**src/rtl/tbrl_pkg.sv**
```systemverilog
`timescale 1ns / 1ps
`default_nettype none
// Shared types and constants for the token bucket rate limiter.
// No dependencies; every other file imports this package.
package tbrl_pkg;

	localparam int unsigned TOK_W  = 24;
	localparam int unsigned QACC_W = TOK_W + 1;   // accrued tokens, top bit = saturated
	localparam int unsigned REM_W  = 10;          // remainder of division by 1000
	localparam int unsigned TICKQ_W = 15;         // tokens gained in one tick, at most 16778
	localparam int unsigned ADDR_W = 3;
	localparam int unsigned DATA_W = 32;

	localparam logic [REM_W-1:0] MS_PER_S = REM_W'(1000);

	typedef logic [TOK_W-1:0] tok_t;

	typedef enum logic {
		KIND_TICK = 1'b0,
		KIND_REQ  = 1'b1
	} kind_t;

	typedef enum logic {
		REG_FILL_RATE  = 1'b0,
		REG_BURST_SIZE = 1'b1
	} reg_idx_t;

	// Derived configuration seen by the bucket datapath.
	typedef struct packed {
		logic load;      // a register is being written this cycle
		tok_t load_rate; // effective rate after the write (refill level)
		tok_t rate;      // effective rate, tokens per second
		tok_t cap;       // bucket capacity
	} cfg_t;

endpackage : tbrl_pkg
`default_nettype wire

```
**src/rtl/tbrl_cfg.sv**
```systemverilog
`timescale 1ns / 1ps
`default_nettype none
// APB register file: fill_rate and burst_size, plus derived rate and capacity.
// Depends on tbrl_pkg.
module tbrl_cfg import tbrl_pkg::*; #(
	parameter int unsigned MIN_RATE = 64000
) (
	input  logic              clk,
	input  logic              arst_n,
	input  logic              psel,
	input  logic              penable,
	input  logic              pwrite,
	input  logic [ADDR_W-1:0] paddr,
	input  logic [DATA_W-1:0] pwdata,
	output logic [DATA_W-1:0] prdata,
	output logic              pready,
	output cfg_t              cfg
);

	localparam tok_t MinRate = TOK_W'(MIN_RATE);

	tok_t fill_q, burst_q, rate_q, cap_q;
	tok_t fill_n, burst_n, rate_n, cap_n;
	logic wr;
	reg_idx_t idx;

	assign pready = 1'b1;
	assign wr     = psel && penable && pwrite;
	assign idx    = reg_idx_t'(paddr[2]);

	always_comb begin
		fill_n  = fill_q;
		burst_n = burst_q;
		unique case (idx)
			REG_FILL_RATE:  fill_n  = pwdata[TOK_W-1:0];
			REG_BURST_SIZE: burst_n = pwdata[TOK_W-1:0];
			default: ;
		endcase
		rate_n = (fill_n == '0) ? MinRate : fill_n;
		cap_n  = (burst_n > rate_n) ? burst_n : rate_n;
		if (burst_n != '0 && cap_n < MinRate) begin
			cap_n = MinRate;
		end
	end

	always_ff @(posedge clk or negedge arst_n) begin
		if (!arst_n) begin
			fill_q  <= '0;
			burst_q <= '0;
			rate_q  <= MinRate;
			cap_q   <= MinRate;
		end else if (wr) begin
			fill_q  <= fill_n;
			burst_q <= burst_n;
			rate_q  <= rate_n;
			cap_q   <= cap_n;
		end
	end

	always_comb begin
		unique case (idx)
			REG_FILL_RATE:  prdata = DATA_W'(fill_q);
			REG_BURST_SIZE: prdata = DATA_W'(burst_q);
			default:        prdata = '0;
		endcase
	end

	// capacity never drops below the rate, so the refill level is the rate
	assign cfg.load      = wr;
	assign cfg.load_rate = rate_n;
	assign cfg.rate      = rate_q;
	assign cfg.cap       = cap_q;

endmodule : tbrl_cfg
`default_nettype wire

```
**config.mk**
```make
export PLATFORM = sky130hd
export DESIGN_NAME = tbrl_cfg
export DESIGN_NICKNAME = d
export VERILOG_FILES = /design/src/rtl/tbrl_pkg.sv /design/src/rtl/tbrl_cfg.sv
export SDC_FILE = /design/constraint.sdc
export NUM_CORES = 1
export LEC_CHECK = 0
export ABC_CLOCK_PERIOD_IN_PS = 10200
export BUFFER_PORTS_ARGS = -buffer_cell sky130_fd_sc_hd__buf_4
export CAP_MARGIN = 20
export CORE_MARGIN = 3
export CORE_UTILIZATION = 58
export CTS_CLUSTER_SIZE = 40
export DETAILED_ROUTE_END_ITERATION = 10
export PLACE_DENSITY = 0.86
export SLEW_MARGIN = 20
export SYNTH_ARGS = -nofsm -noshare
export SYNTH_HDL_FRONTEND = slang
export SYNTH_SLANG_ARGS = --single-unit
```
**constraint.sdc**
```tcl
create_clock -name clk -period 10.2 [get_ports clk]
set_input_delay 1.02 -clock clk [delete_from_list [all_inputs] [get_ports clk]]
set_output_delay 1.02 -clock clk [all_outputs]
set_load 0.05 [all_outputs]
```
==> reports/results.txt <==
For the netlist area before placement, the log shows 5800 sq um. The cell seen most often among critical-path stages is buf_4. The placed instance count came out at 828. After detailed routing, the number of remaining DRC violations is 0.

The total detailed-routing wirelength is 15.3 mm. The portion of the clock cycle consumed by the worst path in the final layout is 0.604. Across the run, the number of max-cap violations was 0. Input and output buffers added on the ports amount to 126. For the clock tree buffer depth, the log shows 2. The final instance count without filler cells was 844. The first global-routing pass estimated 25.3 mm of wire. The count of boundary I/O pins is 146.

The kind of start point of the critical path was an input pin. The critical-path cell with the highest stage delay was buf_4. The placement row count came out at 35.

The tree is rooted in a clkbuf_8. The cell depth of the worst hold path came out at 2. For the share of the yosys chip area belonging to registers, the log shows 0.417.

The die covers 11200 sq um. The flow ran to the end, and the final reports show no timing, DRC or antenna violations. The final count of hold timing violations is 0.

In this run the worst hold path is classified as flip-flop to flip-flop. STA classifies the critical path endpoint as a flip-flop. At the pin with the least slew margin, the transition time is 0.889 ns.

The share of final-layout standard cells stronger than drive strength 1 is 0.315, and the maximum number of pins on one net before global-route repair is 94. The die is 106 um tall. For the number of buffers inserted by hold repair at cts, the log shows 0. The run gives 0.37 ns as the clock network latency to the later pin of the worst-skew pair. The number of instances in the synthesized netlist was 604; the placer congestion estimate was 0.901. The required time at the worst-slack endpoint came out at 10.49 ns. The layout has 734 filler cells. In this run the remaining antenna-violating nets after routing total 0. For the diode insertion count for antenna repair, the log shows 0.

The number of different library cells used by synthesis comes to 52. After routing, the total negative slack on setup checks comes to 0 ns. The logs give 0 for the number of antenna violations at the first check in global routing and 1580 uW for the overall power after layout. In the routed layout, each cell is associated on average with a via count of 5.80. Flip-flop and latch count after synthesis: 96.

Time the worst path needs with I/O delays and setup: 6.16 ns. The final max-slew violation count was 0; the post-detailed-route wirelength per cell was 18.1 um. Clock tree synthesis found a total of 96 sinks. The fmax was 0.162 GHz; the number of buffers inserted to repair setup after CTS was 0. Final design area excluding fillers: 6920 sq um.

Clock skew on the completed layout was measured at 0.0166 ns. The arrival time at the worst endpoint was 6.45 ns; the number of global-route vias before repair was 5019. The largest stage delay on the critical path works out to 0.74 ns. VDD sags by at most 117 uV. The starting utilization of the core area came out at 0.613. Registers take 2420 sq um. Global routing finished with a remaining overflow of 0. Dividing total power by cell area gives a power density of 228 nW/um^2.

Count of TritonRoute iterations in the first routing pass: 7. The logs give 0 for the final-report setup violation count and 279 for the violation count after the first detailed-route iteration. Summed over all cells, the static leakage comes to 0.00339 uW. In this run the number of H-tree levels came out at 3. The Yosys step of the flow raised 0 warnings. In this run, CTS created clock tree buffers numbering 9.

By startpoint and endpoint, the worst setup path is classified as input pin to flip-flop. For this run, the leading register cell type out of synthesis is dfrtp_1. Global-route usage over all layers: 0.281.

For the area of the core, the log shows 9460 sq um. After clock tree synthesis, the clock-pin slew on the worst setup and hold paths is 0.09 ns. The mean instance size in the synthesized netlist is 9.60 sq um, and the area of the multi-input gates is 2980 sq um. The detailed router placed 4893 vias in this run. The tools report the number of gates resized after CTS as 0.

The die width is 106 um. The async set or reset register ratio after synthesis was 1.00; the largest fanout on the critical path was 63. The synthesized design contains 0 enable-type register cells. The headroom to the max-slew limit was 0.408; the area growth from synthesis to final layout was 19.4%. The final net count came out at 774. The HPWL after detailed placement is 11.4 mm. Measured in cells, the most critical reg-to-reg path has a length of 15. Traced cell by cell, the critical path runs through buf_4, buf_4, mux2i_1, inv_2, nor4_1, nand3_1, and2_1, ha_1, a21oi_1, o21ai_0, a221oi_1, nand3_1, nand2_1, buf_4, mux2i_1, o211a_4, o21bai_1. Setup repair after global routing left no endpoint under its margin. TritonCTS built the clock tree. The logs give 0.732 for the utilization after layout and 6720 sq um for the post-detailed-placement cell area.
[layer usage]
layer / vias up / wire [um] / GRT usage
li1: 2300 / - / -
met1: 2343 / 6590 / 0.385
met2: 213 / 7180 / 0.448
met3: 37 / 1040 / 0.0553
met4: 0 / 453 / 0.0953
met5: - / 0 / 0
[cell type report]
type	count	share of cell area
Multi-Input combinational cell	426	0.430
Inverter	45	0.0244
Sequential cell	96	0.349
Clock buffer	10	0.0199
Clock inverter	6	0.00976
Timing Repair Buffer	132	0.143
Tap cell	129	0.0233
[synthesized netlist by cell type, drive strengths merged (2+ instances only)]
master    n  area share
ha       24       0.052
dfrtp    84        0.36
o21ai    43       0.038
and2      5      0.0054
mux2     35       0.068
nor3      8      0.0069
nor2     19       0.012
mux2i    46       0.084
nand4     9      0.0097
inv      45       0.029
dfstp    12       0.054
conb      2      0.0013
a21oi    29       0.032
and3      2      0.0022
nor4     12       0.021
clkbuf   15      0.0097
nand2   103       0.067
o211ai   11       0.014
nand2b    4      0.0043
buf      29       0.036
nand3     5      0.0052
a211oi    7      0.0091
a211o     5      0.0076
o21a     36       0.047
[cell families (layout without fill, tap and decap cells)]
logic type,count (synthesis),after routing,synth area share
fa+ha+maj,24,24,0.0518
simple gates,171,171,0.139
compound gates,141,141,0.166
other cells,2,9,0.00130
flops,96,96,0.417
mux,81,81,0.151
buf+inv,89,193,0.0744
[state kept, by name, indices dropped and copies added (netlist names)]
| signal | count |
|---|---|
| fill_q | 24 |
| burst_q | 24 |
| cap_q | 24 |
| rate_q | 24 |
[final timing paths]
kind,start,to,slack (ns)
min in group asynchronous,arst_n,cap_q[10],0.60
worst max register to register,fill_q[22],cap_q[15],5.27
worst max-delay path,paddr[2],cap_q[15],4.04
worst min register to register,rate_q[12],rate_q[12],0.49
worst min-delay path,rate_q[12],rate_q[12],0.49
max in group asynchronous,arst_n,burst_q[16],8.46
[report_power, final]
group | internal, uW | switching [uW]
clock | 121 | 138
sequential | 475 | 70.5
combinational | 244 | 533
total | 841 | 742
[layout by cell type, fill, tap and decap left out, types with 2 or more instances in the layout]
cell type,count
nand2b_1,4
o21a_1,36
inv_2,7
nand4_1,9
o21ai_1,8
inv_1,38
nor4_1,9
nand2_1,103
nand3_1,3
buf_4,132
a21oi_2,10
a21oi_1,19
nand3_2,2
and2_1,5
clkbuf_8,10
dfstp_2,12
nor2_1,19
dfrtp_1,84
o211ai_1,11
clkinvlp_4,2
and3_1,2
nor3_1,8
mux2_2,34
conb_1,9
ha_1,24
o21ai_0,34
a211oi_1,7
a211o_1,5
mux2i_2,3
mux2i_1,42
nor4_4,3
[worst max-delay path, delay by kind of cell]
family | cells | cell delay (ns)
buf+inv | 4 | 1.56
compound gates | 5 | 1.21
fa+ha+maj | 1 | 0.35
simple gates | 5 | 1.48
mux | 2 | 0.81
[through the flow]
step	setup WS, ns	hold WS (ns)
3_3_place_gp	3.84	0.471
5_1_grt	3.62	0.501
6_report	4.04	0.485
4_1_cts	4.06	0.488
2_1_floorplan	5.43	0.458
3_5_place_dp	3.69	0.474
Power figures use the tool's default switching activity.
